$ cat src/rae_pkg.sv
// Shared types and constants of the register ALU instruction executor.
// Holds opcodes, pc step sizes, arithmetic unit commands and status records.
// No dependencies.
`default_nettype none

package rae_pkg;

   localparam int IDX_W  = 4;
   localparam int OP_W   = 4;
   localparam int WORD_W = 32;
   localparam int STEP_W = 3;

   typedef logic [IDX_W-1:0]  idx_type;
   typedef logic [OP_W-1:0]   op_type;
   typedef logic [WORD_W-1:0] word_type;
   typedef logic [STEP_W-1:0] step_type;

   // Instruction opcodes.
   localparam op_type OP_AND   = 4'd0;
   localparam op_type OP_OR    = 4'd1;
   localparam op_type OP_XOR   = 4'd2;
   localparam op_type OP_LOAD  = 4'd3;
   localparam op_type OP_ADD   = 4'd4;
   localparam op_type OP_SUB   = 4'd5;
   localparam op_type OP_MUL   = 4'd6;
   localparam op_type OP_DIV   = 4'd7;
   localparam op_type OP_PRINT = 4'd8;

   // Program counter increments.
   localparam step_type STEP_NONE   = 3'd0;
   localparam step_type STEP_BINARY = 3'd3;
   localparam step_type STEP_LOAD   = 3'd6;
   localparam step_type STEP_PRINT  = 3'd2;

   // Commands of the shared arithmetic unit.
   typedef logic [1:0] uop_type;
   localparam uop_type UOP_ADD = 2'd0;
   localparam uop_type UOP_SUB = 2'd1;
   localparam uop_type UOP_MUL = 2'd2;
   localparam uop_type UOP_DIV = 2'd3;

   typedef struct packed {
      logic    start;
      uop_type op;
   } unit_cmd_type;

   typedef struct packed {
      logic idle;
      logic done;
   } unit_status_type;

endpackage

`default_nettype wire

$ cat src/rae_if.sv
// Valid/ready channel interfaces for instruction beats and result beats.
// Depends on rae_pkg.
`default_nettype none

interface rae_req_if;
   import rae_pkg::*;

   logic               valid;
   logic               ready;
   op_type             operation;
   idx_type            dest_index;
   idx_type            source_index;
   logic signed [31:0] immediate;

   modport source (output valid, operation, dest_index, source_index, immediate,
                   input ready);
   modport sink   (input valid, operation, dest_index, source_index, immediate,
                   output ready);
endinterface

interface rae_rsp_if;
   import rae_pkg::*;

   logic               valid;
   logic               ready;
   logic [31:0]        next_pc;
   logic               print_valid;
   idx_type            print_index;
   logic signed [31:0] print_value;

   modport source (output valid, next_pc, print_valid, print_index, print_value,
                   input ready);
   modport sink   (input valid, next_pc, print_valid, print_index, print_value,
                   output ready);
endinterface

`default_nettype wire

$ cat src/rae_regfile.sv
// Register file: a two-read, one-write memory with registered read data.
// Per-entry valid bits make never-written registers read as zero after reset.
// Depends on rae_pkg.
`default_nettype none

module rae_regfile #(
   parameter int NUM_REGS = 16
) (
   input  logic               clock,
   input  logic               reset,
   input  logic               rd_en,
   input  rae_pkg::idx_type   rd_idx_a,
   input  rae_pkg::idx_type   rd_idx_b,
   output rae_pkg::word_type  rd_data_a,
   output rae_pkg::word_type  rd_data_b,
   input  logic               wr_en,
   input  rae_pkg::idx_type   wr_idx,
   input  rae_pkg::word_type  wr_data
);
   import rae_pkg::*;

   localparam int AW = $clog2(NUM_REGS);
   localparam int XW = ((AW > IDX_W) ? AW : IDX_W) + 1;

   word_type               mem [NUM_REGS];
   logic [NUM_REGS-1:0]    valid_ff;
   word_type               data_a_ff;
   word_type               data_b_ff;
   logic                   hit_a_ff;
   logic                   hit_b_ff;

   logic [XW-1:0] ra_wide;
   logic [XW-1:0] rb_wide;
   logic [XW-1:0] w_wide;
   logic          ra_ok;
   logic          rb_ok;
   logic          w_ok;
   logic [AW-1:0] ra_addr;
   logic [AW-1:0] rb_addr;
   logic [AW-1:0] w_addr;

   // Indexes at or above the register count read as zero and drop writes.
   assign ra_wide = XW'(rd_idx_a);
   assign rb_wide = XW'(rd_idx_b);
   assign w_wide  = XW'(wr_idx);
   assign ra_ok   = ra_wide < XW'(NUM_REGS);
   assign rb_ok   = rb_wide < XW'(NUM_REGS);
   assign w_ok    = w_wide < XW'(NUM_REGS);
   assign ra_addr = ra_wide[AW-1:0];
   assign rb_addr = rb_wide[AW-1:0];
   assign w_addr  = w_wide[AW-1:0];

   always_ff @(posedge clock) begin
      if (wr_en && w_ok) begin
         mem[w_addr] <= wr_data;
      end
   end

   always_ff @(posedge clock) begin
      if (rd_en) begin
         data_a_ff <= mem[ra_addr];
         data_b_ff <= mem[rb_addr];
      end
   end

   always_ff @(posedge clock) begin
      if (reset) begin
         valid_ff <= '0;
         hit_a_ff <= 1'b0;
         hit_b_ff <= 1'b0;
      end else begin
         if (wr_en && w_ok) begin
            valid_ff[w_addr] <= 1'b1;
         end
         if (rd_en) begin
            hit_a_ff <= ra_ok && valid_ff[ra_addr];
            hit_b_ff <= rb_ok && valid_ff[rb_addr];
         end
      end
   end

   assign rd_data_a = hit_a_ff ? data_a_ff : '0;
   assign rd_data_b = hit_b_ff ? data_b_ff : '0;

endmodule

`default_nettype wire

$ cat src/rae_arith.sv
// Shared arithmetic unit: one 34-bit adder/subtractor under a phase sequencer.
// Runs add and subtract in one step, multiply by shift-add and signed divide
// by restoring division, one bit per cycle. Depends on rae_pkg.
`default_nettype none

module rae_arith (
   input  logic                     clock,
   input  logic                     reset,
   input  rae_pkg::unit_cmd_type    cmd,
   input  rae_pkg::word_type        a_in,
   input  rae_pkg::word_type        b_in,
   output rae_pkg::unit_status_type status,
   output rae_pkg::word_type        result
);
   import rae_pkg::*;

   localparam logic [2:0] P_IDLE = 3'd0;
   localparam logic [2:0] P_ADD  = 3'd1;
   localparam logic [2:0] P_MUL  = 3'd2;
   localparam logic [2:0] P_NEGA = 3'd3;
   localparam logic [2:0] P_NEGB = 3'd4;
   localparam logic [2:0] P_DIV  = 3'd5;
   localparam logic [2:0] P_FIX  = 3'd6;
   localparam logic [2:0] P_DONE = 3'd7;

   localparam int SUM_W = WORD_W + 2;
   localparam int CNT_W = $clog2(WORD_W);

   logic [2:0]       phase_ff, phase_in;
   logic [CNT_W-1:0] cnt_ff, cnt_in;
   word_type         acc_ff, acc_in;
   word_type         q_ff, q_in;
   word_type         m_ff, m_in;
   logic             neg_ff, neg_in;
   logic             sub_ff, sub_in;

   logic [SUM_W-1:0] add_x;
   logic [SUM_W-1:0] add_y;
   logic             add_sub;
   logic [SUM_W-1:0] sum;

   always_comb begin
      add_x   = '0;
      add_y   = '0;
      add_sub = 1'b0;
      unique case (phase_ff)
         P_ADD: begin
            add_x   = SUM_W'(q_ff);
            add_y   = SUM_W'(m_ff);
            add_sub = sub_ff;
         end
         P_MUL: begin
            add_x = SUM_W'(acc_ff);
            add_y = SUM_W'(m_ff);
         end
         P_NEGA, P_FIX: begin
            add_y   = SUM_W'(q_ff);
            add_sub = 1'b1;
         end
         P_NEGB: begin
            add_y   = SUM_W'(m_ff);
            add_sub = 1'b1;
         end
         P_DIV: begin
            // Partial remainder shifted left by one, less the divisor.
            add_x   = SUM_W'({acc_ff, q_ff[WORD_W-1]});
            add_y   = SUM_W'(m_ff);
            add_sub = 1'b1;
         end
         default: begin
         end
      endcase
      sum = add_x + (add_y ^ {SUM_W{add_sub}}) + SUM_W'(add_sub);
   end

   always_comb begin
      phase_in = phase_ff;
      cnt_in   = cnt_ff;
      acc_in   = acc_ff;
      q_in     = q_ff;
      m_in     = m_ff;
      neg_in   = neg_ff;
      sub_in   = sub_ff;
      unique case (phase_ff)
         P_IDLE: begin
            if (cmd.start) begin
               q_in   = a_in;
               m_in   = b_in;
               acc_in = '0;
               cnt_in = '0;
               sub_in = (cmd.op == UOP_SUB);
               neg_in = a_in[WORD_W-1] ^ b_in[WORD_W-1];
               unique case (cmd.op)
                  UOP_ADD, UOP_SUB: phase_in = P_ADD;
                  UOP_MUL:          phase_in = P_MUL;
                  UOP_DIV:          phase_in = P_NEGA;
               endcase
            end
         end
         P_ADD: begin
            q_in     = sum[WORD_W-1:0];
            phase_in = P_DONE;
         end
         P_MUL: begin
            if (q_ff[0]) begin
               acc_in = sum[WORD_W-1:0];
            end
            q_in   = q_ff >> 1;
            m_in   = m_ff << 1;
            cnt_in = cnt_ff + 1'b1;
            // The last step leaves the low product word where the result is read.
            if (cnt_ff == '1) begin
               q_in     = q_ff[0] ? sum[WORD_W-1:0] : acc_ff;
               phase_in = P_DONE;
            end
         end
         P_NEGA: begin
            if (q_ff[WORD_W-1]) begin
               q_in = sum[WORD_W-1:0];
            end
            phase_in = P_NEGB;
         end
         P_NEGB: begin
            if (m_ff[WORD_W-1]) begin
               m_in = sum[WORD_W-1:0];
            end
            phase_in = P_DIV;
         end
         P_DIV: begin
            // A clear top bit means the divisor fit and the quotient bit is one.
            if (!sum[SUM_W-1]) begin
               acc_in = sum[WORD_W-1:0];
               q_in   = {q_ff[WORD_W-2:0], 1'b1};
            end else begin
               acc_in = {acc_ff[WORD_W-2:0], q_ff[WORD_W-1]};
               q_in   = {q_ff[WORD_W-2:0], 1'b0};
            end
            cnt_in = cnt_ff + 1'b1;
            if (cnt_ff == '1) begin
               phase_in = P_FIX;
            end
         end
         P_FIX: begin
            if (neg_ff) begin
               q_in = sum[WORD_W-1:0];
            end
            phase_in = P_DONE;
         end
         P_DONE: begin
            phase_in = P_IDLE;
         end
      endcase
   end

   always_ff @(posedge clock) begin
      if (reset) begin
         phase_ff <= P_IDLE;
      end else begin
         phase_ff <= phase_in;
      end
   end

   always_ff @(posedge clock) begin
      cnt_ff <= cnt_in;
      acc_ff <= acc_in;
      q_ff   <= q_in;
      m_ff   <= m_in;
      neg_ff <= neg_in;
      sub_ff <= sub_in;
   end

   assign status.idle = (phase_ff == P_IDLE);
   assign status.done = (phase_ff == P_DONE);
   assign result      = q_ff;

endmodule

`default_nettype wire

$ cat src/register_alu_instruction_exec.sv
// Executes one decoded instruction per request beat against a file of NUM_REGS
// signed 32-bit registers and a 32-bit program counter, and returns one
// response beat per instruction with the new pc and, for print, the register
// index and value. The block takes one instruction at a time: AND, OR, XOR,
// load, print, an undefined opcode and a divide by zero finish without the
// arithmetic unit; ADD, SUB, MUL and DIV run in it, MUL and DIV longest, as
// the shared 34-bit adder there produces one multiplier or quotient
// bit per cycle. A finished response waits in an output register, so the next
// instruction is accepted while it is still unclaimed. Registers read as zero
// after reset through per-entry valid bits; there is no clearing pass.
// Depends on rae_pkg, rae_if, rae_regfile and rae_arith.
`default_nettype none

module register_alu_instruction_exec #(
   parameter int NUM_REGS = 16
) (
   input  logic      clock,
   input  logic      reset,
   rae_req_if.sink   req_bus,
   rae_rsp_if.source rsp_bus
);
   import rae_pkg::*;

   localparam logic [1:0] S_IDLE = 2'd0;
   localparam logic [1:0] S_EXEC = 2'd1;
   localparam logic [1:0] S_WAIT = 2'd2;
   localparam logic [1:0] S_DONE = 2'd3;

   logic [1:0]      state_ff, state_in;
   op_type          op_ff, op_in;
   idx_type         dest_ff, dest_in;
   word_type        imm_ff, imm_in;
   word_type        res_ff, res_in;
   logic            wr_ff, wr_in;
   logic            print_ff, print_in;
   step_type        step_ff, step_in;
   word_type        pc_ff, pc_in;
   logic            rsp_valid_ff, rsp_valid_in;
   word_type        rsp_pc_ff, rsp_pc_in;
   logic            rsp_print_ff, rsp_print_in;
   idx_type         rsp_index_ff, rsp_index_in;
   word_type        rsp_value_ff, rsp_value_in;

   logic            accept;
   logic            rf_wr_en;
   word_type        rf_a;
   word_type        rf_b;
   unit_cmd_type    unit_cmd;
   unit_status_type unit_status;
   word_type        unit_result;

   assign req_bus.ready = (state_ff == S_IDLE);
   assign accept        = req_bus.valid && req_bus.ready;

   rae_regfile #(
      .NUM_REGS (NUM_REGS)
   ) u_regfile (
      .clock     (clock),
      .reset     (reset),
      .rd_en     (accept),
      .rd_idx_a  (req_bus.dest_index),
      .rd_idx_b  (req_bus.source_index),
      .rd_data_a (rf_a),
      .rd_data_b (rf_b),
      .wr_en     (rf_wr_en),
      .wr_idx    (dest_ff),
      .wr_data   (res_ff)
   );

   rae_arith u_arith (
      .clock  (clock),
      .reset  (reset),
      .cmd    (unit_cmd),
      .a_in   (rf_a),
      .b_in   (rf_b),
      .status (unit_status),
      .result (unit_result)
   );

   always_comb begin
      state_in     = state_ff;
      op_in        = op_ff;
      dest_in      = dest_ff;
      imm_in       = imm_ff;
      res_in       = res_ff;
      wr_in        = wr_ff;
      print_in     = print_ff;
      step_in      = step_ff;
      pc_in        = pc_ff;
      rsp_valid_in = rsp_valid_ff && !rsp_bus.ready;
      rsp_pc_in    = rsp_pc_ff;
      rsp_print_in = rsp_print_ff;
      rsp_index_in = rsp_index_ff;
      rsp_value_in = rsp_value_ff;
      rf_wr_en     = 1'b0;
      unit_cmd     = '{start: 1'b0, op: UOP_ADD};

      unique case (state_ff)
         S_IDLE: begin
            if (accept) begin
               op_in    = req_bus.operation;
               dest_in  = req_bus.dest_index;
               imm_in   = word_type'(req_bus.immediate);
               state_in = S_EXEC;
            end
         end
         S_EXEC: begin
            // Operands arrive from the register file in this cycle.
            if (unit_status.idle) begin
               wr_in    = 1'b1;
               print_in = 1'b0;
               step_in  = STEP_BINARY;
               state_in = S_DONE;
               unique case (op_ff)
                  OP_AND: res_in = rf_a & rf_b;
                  OP_OR:  res_in = rf_a | rf_b;
                  OP_XOR: res_in = rf_a ^ rf_b;
                  OP_LOAD: begin
                     res_in  = imm_ff;
                     step_in = STEP_LOAD;
                  end
                  OP_ADD: begin
                     unit_cmd = '{start: 1'b1, op: UOP_ADD};
                     state_in = S_WAIT;
                  end
                  OP_SUB: begin
                     unit_cmd = '{start: 1'b1, op: UOP_SUB};
                     state_in = S_WAIT;
                  end
                  OP_MUL: begin
                     unit_cmd = '{start: 1'b1, op: UOP_MUL};
                     state_in = S_WAIT;
                  end
                  OP_DIV: begin
                     // A zero divisor leaves the destination untouched.
                     if (rf_b == '0) begin
                        wr_in = 1'b0;
                     end else begin
                        unit_cmd = '{start: 1'b1, op: UOP_DIV};
                        state_in = S_WAIT;
                     end
                  end
                  OP_PRINT: begin
                     wr_in    = 1'b0;
                     print_in = 1'b1;
                     res_in   = rf_a;
                     step_in  = STEP_PRINT;
                  end
                  default: begin
                     wr_in   = 1'b0;
                     step_in = STEP_NONE;
                  end
               endcase
            end
         end
         S_WAIT: begin
            if (unit_status.done) begin
               res_in   = unit_result;
               state_in = S_DONE;
            end
         end
         S_DONE: begin
            if (!rsp_valid_ff || rsp_bus.ready) begin
               rf_wr_en     = wr_ff;
               pc_in        = pc_ff + WORD_W'(step_ff);
               rsp_valid_in = 1'b1;
               rsp_pc_in    = pc_in;
               rsp_print_in = print_ff;
               rsp_index_in = print_ff ? dest_ff : '0;
               rsp_value_in = print_ff ? res_ff : '0;
               state_in     = S_IDLE;
            end
         end
      endcase
   end

   always_ff @(posedge clock) begin
      if (reset) begin
         state_ff     <= S_IDLE;
         pc_ff        <= '0;
         rsp_valid_ff <= 1'b0;
      end else begin
         state_ff     <= state_in;
         pc_ff        <= pc_in;
         rsp_valid_ff <= rsp_valid_in;
      end
   end

   always_ff @(posedge clock) begin
      op_ff        <= op_in;
      dest_ff      <= dest_in;
      imm_ff       <= imm_in;
      res_ff       <= res_in;
      wr_ff        <= wr_in;
      print_ff     <= print_in;
      step_ff      <= step_in;
      rsp_pc_ff    <= rsp_pc_in;
      rsp_print_ff <= rsp_print_in;
      rsp_index_ff <= rsp_index_in;
      rsp_value_ff <= rsp_value_in;
   end

   assign rsp_bus.valid       = rsp_valid_ff;
   assign rsp_bus.next_pc     = rsp_pc_ff;
   assign rsp_bus.print_valid = rsp_print_ff;
   assign rsp_bus.print_index = rsp_index_ff;
   assign rsp_bus.print_value = $signed(rsp_value_ff);

endmodule

`default_nettype wire

$ cat src/flat_wrapper.sv
// flat-port wrapper written by rule: the top's interface ports become plain ports
module register_alu_instruction_exec_flat import rae_pkg::*;
#(
   parameter int NUM_REGS = 16
)
  (clock, reset, req_bus_valid, req_bus_operation, req_bus_dest_index, req_bus_source_index, req_bus_immediate, req_bus_ready, rsp_bus_valid, rsp_bus_next_pc, rsp_bus_print_valid, rsp_bus_print_index, rsp_bus_print_value, rsp_bus_ready);
  rae_req_if req_bus_i ();
  rae_rsp_if rsp_bus_i ();
  input  logic clock;
  input  logic reset;
  input wire logic [$bits(req_bus_i.valid)-1:0] req_bus_valid;
  input wire logic [$bits(req_bus_i.operation)-1:0] req_bus_operation;
  input wire logic [$bits(req_bus_i.dest_index)-1:0] req_bus_dest_index;
  input wire logic [$bits(req_bus_i.source_index)-1:0] req_bus_source_index;
  input wire logic [$bits(req_bus_i.immediate)-1:0] req_bus_immediate;
  output wire logic [$bits(req_bus_i.ready)-1:0] req_bus_ready;
  output wire logic [$bits(rsp_bus_i.valid)-1:0] rsp_bus_valid;
  output wire logic [$bits(rsp_bus_i.next_pc)-1:0] rsp_bus_next_pc;
  output wire logic [$bits(rsp_bus_i.print_valid)-1:0] rsp_bus_print_valid;
  output wire logic [$bits(rsp_bus_i.print_index)-1:0] rsp_bus_print_index;
  output wire logic [$bits(rsp_bus_i.print_value)-1:0] rsp_bus_print_value;
  input wire logic [$bits(rsp_bus_i.ready)-1:0] rsp_bus_ready;
  assign req_bus_i.valid = req_bus_valid;
  assign req_bus_i.operation = req_bus_operation;
  assign req_bus_i.dest_index = req_bus_dest_index;
  assign req_bus_i.source_index = req_bus_source_index;
  assign req_bus_i.immediate = req_bus_immediate;
  assign req_bus_ready = req_bus_i.ready;
  assign rsp_bus_valid = rsp_bus_i.valid;
  assign rsp_bus_next_pc = rsp_bus_i.next_pc;
  assign rsp_bus_print_valid = rsp_bus_i.print_valid;
  assign rsp_bus_print_index = rsp_bus_i.print_index;
  assign rsp_bus_print_value = rsp_bus_i.print_value;
  assign rsp_bus_i.ready = rsp_bus_ready;
  register_alu_instruction_exec #(.NUM_REGS(NUM_REGS)) u_core (.clock(clock), .reset(reset), .req_bus(req_bus_i), .rsp_bus(rsp_bus_i));
endmodule
$ cat config.mk
export PLATFORM = sky130hd
export DESIGN_NAME = register_alu_instruction_exec_flat
export DESIGN_NICKNAME = d
export VERILOG_FILES = /design/src/rae_pkg.sv /design/src/rae_if.sv /design/src/rae_regfile.sv /design/src/rae_arith.sv /design/src/register_alu_instruction_exec.sv /design/src/flat_wrapper.sv
export SDC_FILE = /design/constraint.sdc
export NUM_CORES = 1
export LEC_CHECK = 0
export BUFFER_PORTS_ARGS = -buffer_cell sky130_fd_sc_hd__buf_2
export CAP_MARGIN = 20
export CORE_MARGIN = 8
export CORE_UTILIZATION = 25
export DETAILED_ROUTE_END_ITERATION = 16
export PLACE_DENSITY = 0.41
export SETUP_SLACK_MARGIN = 0.15
export SYNTH_ARGS = -nofsm -noshare
export SYNTH_HDL_FRONTEND = slang
export SYNTH_SLANG_ARGS = --single-unit
$ cat constraint.sdc
create_clock -name clock -period 6.4 [get_ports clock]
set_clock_uncertainty 0.1 [all_clocks]
set_input_delay 0.32 -clock clock [delete_from_list [all_inputs] [get_ports clock]]
set_output_delay 0.32 -clock clock [all_outputs]
set_load 0.03 [all_outputs]
==> key figures, run 1 <==
Global route
  • Grt total ovfl: 0
  • Vias in the first global route: just under 30000
  • Largest net degree at the start of global routing: just over 70
  • Gr usage total: 0.152
  • Initial antenna violation count: 3
  • First-pass GRT wire length: 216000 um

Route
  • Total vias in the final route: about 28000
  • Vias/cell: 5.05
  • Initial DRC count: 2363
  • Routed len/inst: 26.8 um
  • Routed WL: around 150000 um
  • DRC: 0
  • TritonRoute pass-1 iters: 8
  • Final ANT Viol Nets: 0

Floorplan
  • Boundary Pins: approximately 120
  • Die area: about 190000 um2
  • Initial core utilization: 0.251
  • Overall die width: 437 um
  • Die Ht: 437 um
  • Core area: 176000 um2
  • Num rows: 154

Placement
  • Gpl congestion: around 0.81
  • HPWL Detailed: between 90000 and 100000 um
  • Port bufs: 118

Clock tree
  • Post-CTS sizing: 0
  • Root Driver: clkbuf_16
  • CTS tree: yes
  • Clock buffer depth: 3
  • Num CTS Buffers: 100
  • Worst-path clk slew: 0.06 ns
  • H-tree lvl count: 3
  • Sink Count: 881
  • Insertion delay to the later sink of the worst-skew pair: between 0.7 and 0.8 ns

Timing
  • Setup-failing EPs final: 0
  • Worst-margin pin slew: 1.16 ns
  • RSZ-0062 raised after global routing: false
  • WHS: 0.0502 ns
  • Final setup TNS: 0 ns
  • Fin. Hold Viols: 0
  • Count of pins over their slew limit: 0
  • Fmax: approximately 180 MHz
  • Ratio of final minimum period to clock period: 0.845
  • Slew margin rel.: 0.228
  • Min Clock Period, post-route: 5.41 ns

Min path
  • Worst Hold Class: in2reg
  • Hold depth: 1

Finish
  • Most frequent cells in the layout: edfxtp_1 (825), mux4_2 (330), nand2_1 (273), o21ai_0 (171), nor2_1 (144)
  • Commonest non-fill, non-tap cell in the layout: edfxtp_1
  • Fillers: approximately 18000
  • Ant. Diodes: 0
  • P&R area growth vs syn: 16.9%
  • Nets: 3348
  • Layout cells sized above 1: 0.228

Synth
  • Mapped Area: 44300 um2
  • Syn Nets: about 3200
  • Top FF cell, synth: edfxtp_1
  • Mapped Cells: just over 3000
  • Seq/Total Area, Yosys: 0.585
  • Syn_area_per_cell: 14.5 um2
  • Yosys reg bits: 881
  • Post-synth ARST share: 0
  • Yosys warnings: 0
  • Post-synth EDFFs: approximately 830
  • Netlist cell types: 85

Critical path
  • R2R Setup Slk: 0.99 ns
  • Worst Setup SP: u_core.u_arith.phase_ff[1]$_SDFFE_PP0P_
  • Startpoint types: register
  • Setup CP Type: reg2reg
  • Critical path endpoint category: register
  • Crit path required time: approximately 6.8 ns
  • Critical path capture point: u_core.u_arith.acc_ff[16]$_DFFE_PP_
  • R2r endpoint: u_core.u_arith.acc_ff[16]$_DFFE_PP_
  • Crit path DAT: 5.77 ns
  • Critical Path Fanout Max: 21
  • Cells on worst reg2reg path: 15
  • Origin of the critical flop-to-flop path: u_core.u_arith.phase_ff[1]$_SDFFE_PP0P_

Job
  • Maxcap violations: 0

Power and ir drop
  • Peak VDD IR: 0.196 mV
  • Lkg Pwr: 0.0172 uW
  • Pwr/cell area: 408 nW/um2

Outcome
  • Status: complete, no violations
cell type report:
type,count,area [um2],area share
sequential,881,25900,0.500
multi-input combinational,1844,17300,0.334
tap,2340,2930,0.0566
clock buffer,125,2690,0.0520
timing repair buffer,241,1760,0.0340
clock inverter,60,731,0.0141
inverter,125,474,0.00916
critical path: stages (launching register included):
cell	delay [ns]
dfxtp_1	0.58
inv_1	0.33
nor2_2	0.58
buf_4	0.37
a22oi_1	0.12
xnor2_1	0.15
ha_1	0.39
a21oi_1	0.23
o21ai_1	0.12
a211oi_1	0.27
o31ai_1	0.16
a32o_1	0.29
o31ai_4	0.33
a21o_2	0.24
nand2_2	0.37
a311o_1	0.49
cell usage after synthesis, types with 5 or more instances:
| cell type | number | share of area |
|---|---|---|
| a2111oi_0 | 33 | 0.0065 |
| a211o_1 | 13 | 0.0026 |
| a211oi_1 | 15 | 0.0025 |
| a21o_1 | 18 | 0.0031 |
| a21oi_1 | 116 | 0.013 |
| a221oi_1 | 6 | 0.0012 |
| a222oi_1 | 7 | 0.0016 |
| a22oi_1 | 109 | 0.018 |
| a311o_1 | 7 | 0.0016 |
| a31oi_1 | 6 | 0.00085 |
| and2_1 | 44 | 0.0062 |
| and3_1 | 6 | 0.00085 |
| buf_1 | 34 | 0.0029 |
| buf_2 | 7 | 0.00079 |
| clkbuf_1 | 164 | 0.014 |
| dfxtp_1 | 56 | 0.025 |
| edfxtp_1 | 825 | 0.56 |
| ha_1 | 105 | 0.030 |
| inv_1 | 122 | 0.010 |
| mux2i_1 | 12 | 0.0027 |
| mux4_2 | 330 | 0.17 |
| nand2_1 | 273 | 0.023 |
| nand2b_1 | 14 | 0.0020 |
| nand3_1 | 33 | 0.0037 |
| nand4_1 | 12 | 0.0017 |
| nor2_1 | 160 | 0.014 |
| nor2b_1 | 20 | 0.0028 |
| nor3_1 | 25 | 0.0028 |
| nor4_1 | 12 | 0.0017 |
| o211ai_1 | 23 | 0.0039 |
| o21a_1 | 15 | 0.0025 |
| o21ai_0 | 173 | 0.020 |
| o21bai_1 | 5 | 0.00085 |
| o221ai_1 | 18 | 0.0036 |
| o22ai_1 | 16 | 0.0023 |
| o311ai_0 | 7 | 0.0014 |
| o31ai_1 | 7 | 0.0012 |
| or2_2 | 7 | 0.00099 |
| or3_1 | 22 | 0.0031 |
| xnor2_1 | 74 | 0.015 |
| xor2_1 | 37 | 0.0073 |
what timing repair did:
action,in CTS,in global routing
hold endpoints to repair,40,0
setup endpoints to repair,0,0
setup buffers,0,0
hold buffers,39,0
worst min-delay path by stage:
stage	from	to
after floorplan	req_bus_dest_index[0]	u_core.dest_ff[0]$_DFFE_PP_
after global placement	u_core.pc_ff[0]$_SDFFE_PP0P_	u_core.pc_ff[0]$_SDFFE_PP0P_
after detailed placement	u_core.pc_ff[2]$_SDFFE_PP0P_	u_core.pc_ff[2]$_SDFFE_PP0P_
after CTS	req_bus_dest_index[0]	u_core.dest_ff[0]$_DFFE_PP_
after global routing	req_bus_dest_index[0]	u_core.dest_ff[0]$_DFFE_PP_
final	req_bus_dest_index[0]	u_core.dest_ff[0]$_DFFE_PP_
cells by family after synthesis:
family,after synthesis,share of synthesized area
AOI/OAI and AO/OA,632,0.0951
xor gates and xnor gates,111,0.0220
adders and majority gates,107,0.0306
buffers and inverters,337,0.0295
DFF,881,0.585
muxes,345,0.171
and+or+nand+nor,649,0.0669
sequential cells by signal (all words and copies together), names as in the netlist, 3 cells and up:
signal,cells
u_core.u_regfile.mem,512
u_core.imm_ff,32
u_core.pc_ff,32
u_core.res_ff,32
u_core.rsp_bus.next_pc,32
u_core.rsp_bus.print_value,32
u_core.u_arith.acc_ff,32
u_core.u_arith.m_ff,32
u_core.u_arith.result,32
u_core.u_regfile.data_a_ff,32
u_core.u_regfile.data_b_ff,32
u_core.u_regfile.valid_ff,16
u_core.u_arith.cnt_ff,5
u_core.dest_ff,4
u_core.op_ff,4
u_core.rsp_bus.print_index,4
u_core.step_ff,3
u_core.u_arith.phase_ff,3
report_power, final:
| part | total [uW] | internal [uW] | switching, uW |
|---|---|---|---|
| combinational | 6150 | 1890 | 4260 |
| sequential | 8900 | 7760 | 1140 |
| clock | 6070 | 3610 | 2450 |
per-layer routing:
| layer | vias up | track usage | share of wire |
|---|---|---|---|
| met4 | 0 | 0.0406 | 0.024 |
| met3 | 188 | 0.0184 | 0.043 |
| met5 | - | 0 | 0 |
| met2 | 808 | 0.256 | 0.49 |
| met1 | 14968 | 0.207 | 0.45 |
| li1 | 12386 | - | - |
per-stage QoR:
| step | std cells | cell area (um2) | util | worst slack, ns | power [uW] |
|---|---|---|---|---|---|
| global route | 5616 | 51800 | 0.294 | 0.662 | 22000 |
| detailed placement | 5392 | 47900 | 0.272 | 1.05 | 15100 |
| floorplan | 3062 | 44300 | - | 1.88 | 12400 |
| CTS | 5616 | 51800 | 0.294 | 1.02 | 21300 |
| global placement | 5387 | 47800 | 0.272 | 1.13 | 15200 |
| finish | 5616 | 51800 | 0.294 | 0.992 | 21100 |
Note: power is estimated with default switching activity, not from simulation.
==> run 2, diff against run 1 <==
--- a/config.mk
+++ b/config.mk
@@ -10,7 +10,7 @@
 export CORE_MARGIN = 8
 export CORE_UTILIZATION = 25
 export DETAILED_ROUTE_END_ITERATION = 16
-export PLACE_DENSITY = 0.41
+export PLACE_DENSITY = 0.42
 export SETUP_SLACK_MARGIN = 0.15
 export SYNTH_ARGS = -nofsm -noshare
 export SYNTH_HDL_FRONTEND = slang
==> constraint.sdc (replaced) <==
create_clock -name clock -period 4.5 [get_ports clock]
set_clock_uncertainty 0.1 [all_clocks]
set_input_delay 0.225 -clock clock [delete_from_list [all_inputs] [get_ports clock]]
set_output_delay 0.225 -clock clock [all_outputs]
set_load 0.03 [all_outputs]
==> run 2 against run 1 <==
Net effect:
- non-clock buffer count increased by 138
- largest power group unchanged
- sequential power increased by 42%
- sequential cell count unchanged
==> key figures, run 2 (synthesized netlist as in run 1, its figures left out) <==
Global route
  • Grt total ovfl: 0 (unchanged)
  • Largest net degree at the start of global routing: 62 (-14%)
  • Initial antenna violation count: 3 (unchanged)
  • GR Util met3: 0.0184 (unchanged)
  • Vias in the first global route: 29460 (+1.1%)
  • Routing usage on met1: 0.192 (-0.0143)
  • First-pass GRT wire length: 214000 um (-0.87%)
  • Met2 usage: 0.267 (+0.0109)
  • GRT busiest layer: met2
  • Gr usage total: 0.149 (-0.00216)

Clock tree
  • CTS tree: yes
  • Sink Count: 881 (unchanged)
  • Worst-path clk slew: 0.06 ns (about the same)
  • Insertion delay to the later sink of the worst-skew pair: 0.71 ns (-0.02 ns)
  • H-tree lvl count: 3 (unchanged)
  • Num CTS Buffers: 98 (-2.0%)
  • Clock buffer depth: 3 (unchanged)
  • Root Driver: clkbuf_16

Critical path
  • Worst-path cell chain: buf_8 -> o21a_1 -> o21ai_4 -> clkinv_4 -> buf_8 -> buf_4 -> buf_4 -> xnor2_1 -> ha_1 -> a21oi_1 -> nand2_1 -> o31ai_4 -> a21oi_4 -> bufbuf_16 -> o211a_1 -> a211o_1
  • Crit path required time: 4.86 ns (-1.91 ns)
  • Crit-path max cell delay: 0.42 ns (-0.16 ns)
  • Critical Path Fanout Max: 14 (-33%)
  • Critical path endpoint category: register
  • Startpoint types: register
  • Crit path DAT: 4.68 ns (-1.09 ns)
  • Cell family with most CP delay: compound AO/OA/AOI/OAI gates
  • Buf+Inv Stages, Crit Path: 6 (+4)
  • Critical-path top delay cell: o31ai_4
  • Setup CP Type: reg2reg

Finish
  • Finished Core Util: 0.305 (+0.0116)
  • Ant. Diodes: 0 (unchanged)
  • P&R area growth vs syn: 21.5%
  • Largest register by flop count: u_core.u_regfile.mem
  • Commonest non-fill, non-tap cell in the layout: edfxtp_1
  • Layout cells sized above 1: 0.284 (+0.0561)
  • Design area: 53800 um2 (+4.0%)
  • Nets: 3486 (+4.1%)
  • Max reg flops: 512 (unchanged)
  • Most frequent cells in the layout: edfxtp_1 (825), mux4_2 (330), nand2_1 (270), buf_4 (177), o21ai_0 (160)

Floorplan
  • Die Ht: 437 um (unchanged)
  • Initial core utilization: 0.251 (unchanged)
  • Boundary Pins: 119 (unchanged)
  • Overall die width: 437 um (unchanged)
  • Num rows: 154 (unchanged)
  • Die area: 191000 um2 (unchanged)
  • Core area: 176000 um2 (unchanged)

Power and ir drop
  • Lkg Pwr: 0.0182 uW (+5.6%)
  • Internal power: 20300 uW (+53%)
  • Pwr/cell area: 602 nW/um2 (+48%)
  • Comb power frac: 0.349 (+0.058)
  • Sw Pwr: 12100 uW (+54%)
  • Peak VDD IR: 0.292 mV (+49%)
  • Flop pwr share: 0.390 (-0.031)
  • Power Total: 32400 uW (+53%)
  • Sw Ratio: 0.373 (+0.00108)
  • Clock Power Share: 0.262 (-0.025)

Timing
  • WHS: 0.0503 ns (+0.000112 ns)
  • Worst-margin pin slew: 1.06 ns (-0.100 ns)
  • Count of pins over their slew limit: 0 (unchanged)
  • Min Clock Period, post-route: 4.32 ns (-1.09 ns)
  • Slew margin rel.: 0.296 (+0.0677)
  • Setup-failing EPs final: 0 (unchanged)
  • Fin. Hold Viols: 0 (unchanged)
  • Ratio of final minimum period to clock period: 0.961 (+0.116)
  • Final setup TNS: 0 ns (unchanged)
  • Fmax: 231 MHz (+25%)
  • RSZ-0062 raised after global routing: true

Min path
  • Worst Hold Class: in2reg

Route
  • Routed len/inst: 25.9 um (-3.3%)
  • Initial DRC count: 2454 (+3.9%)
  • DRC: 0 (unchanged)
  • Vias/cell: 4.97 (-1.6%)
  • Total vias in the final route: 28578 (+0.80%)
  • TritonRoute pass-1 iters: 6 (-2)
  • Final ANT Viol Nets: 0 (unchanged)
  • Routed WL: 149000 um (-0.95%)

Placement
  • Port bufs: 118 (unchanged)
  • Placed inst area: 48800 um2 (+1.7%)
  • Gpl congestion: 0.824 (+1.6%)
  • HPWL Detailed: 97400 um (+0.75%)

Outcome
  • Status: complete, no violations

Job
  • Maxcap violations: 0 (unchanged)
run 2: cell count changes in the layout (fill, tap and decap cells not counted), sizes merged:
cell / previous run / this run
dlygate4sd3: 39 / 40
inv: 125 / 128
xnor2: 74 / 76
bufbuf: 0 / 3
clkbuf: 125 / 120
clkinvlp: 2 / 4
buf: 202 / 334
clkinv: 42 / 44
bufinv: 16 / 14
run 2: area by class of cell:
type	count	area (um2)
Sequential cell	881	25900
Clock buffer	118	2580
Inverter	125	479
Tap cell	2340	2930
Multi-Input combinational cell	1846	17900
Clock inverter	65	785
Timing Repair Buffer	379	3230
Fill cell	17628	122000
run 2: power by group through the flow:
stage	clock network (uW)	registers (uW)	logic, uW
3_3_place_gp	0	12800	9770
6_report	8480	12600	11300
5_1_grt	8980	12800	12100
3_5_place_dp	0	12800	9690
4_1_cts	8720	12600	10200
2_1_floorplan	0	12000	5620
run 2: worst paths after layout:
check | startpoint | end | slack, ns | cells after the start
worst max-delay path | u_core.u_arith.phase_ff[1]$_SDFFE_PP0P_ | u_core.u_arith.acc_ff[28]$_DFFE_PP_ | 0.18 | 16
worst min-delay path | reset | u_core.pc_ff[20]$_SDFFE_PP0P_ | 0.05 | 3
worst min register to register | u_core.pc_ff[0]$_SDFFE_PP0P_ | u_core.pc_ff[0]$_SDFFE_PP0P_ | 0.36 | 2
worst max register to register | u_core.u_arith.phase_ff[1]$_SDFFE_PP0P_ | u_core.u_arith.acc_ff[28]$_DFFE_PP_ | 0.18 | 16
run 2: routing by layer:
metal | share of wire | vias up
li1 | - | 12673
met1 | 0.42 | 15071
met2 | 0.51 | 676
met3 | 0.040 | 158
met4 | 0.022 | 0
met5 | 0 | -
run 2: what timing repair did:
action,CTS,global route
resized for setup,44,111
hold buffers,40,0
setup endpoints to repair,54,55
setup buffers,18,23
hold endpoints to repair,42,0
pin swaps,18,24
cloned,5,3
run 2: tightest hold or removal path: cells and delay by family:
kind | cells | cell delay [ns]
buf+inv | 2 | 0.43
simple gates | 1 | 0.16
run 2: stage by stage:
step	setup WS [ns]	std cells
4_1_cts	0.131	5728
6_report	0.177	5754
2_1_floorplan	0.0983	3062
5_1_grt	0.0565	5754
3_3_place_gp	-0.259	5482
3_5_place_dp	-0.279	5482
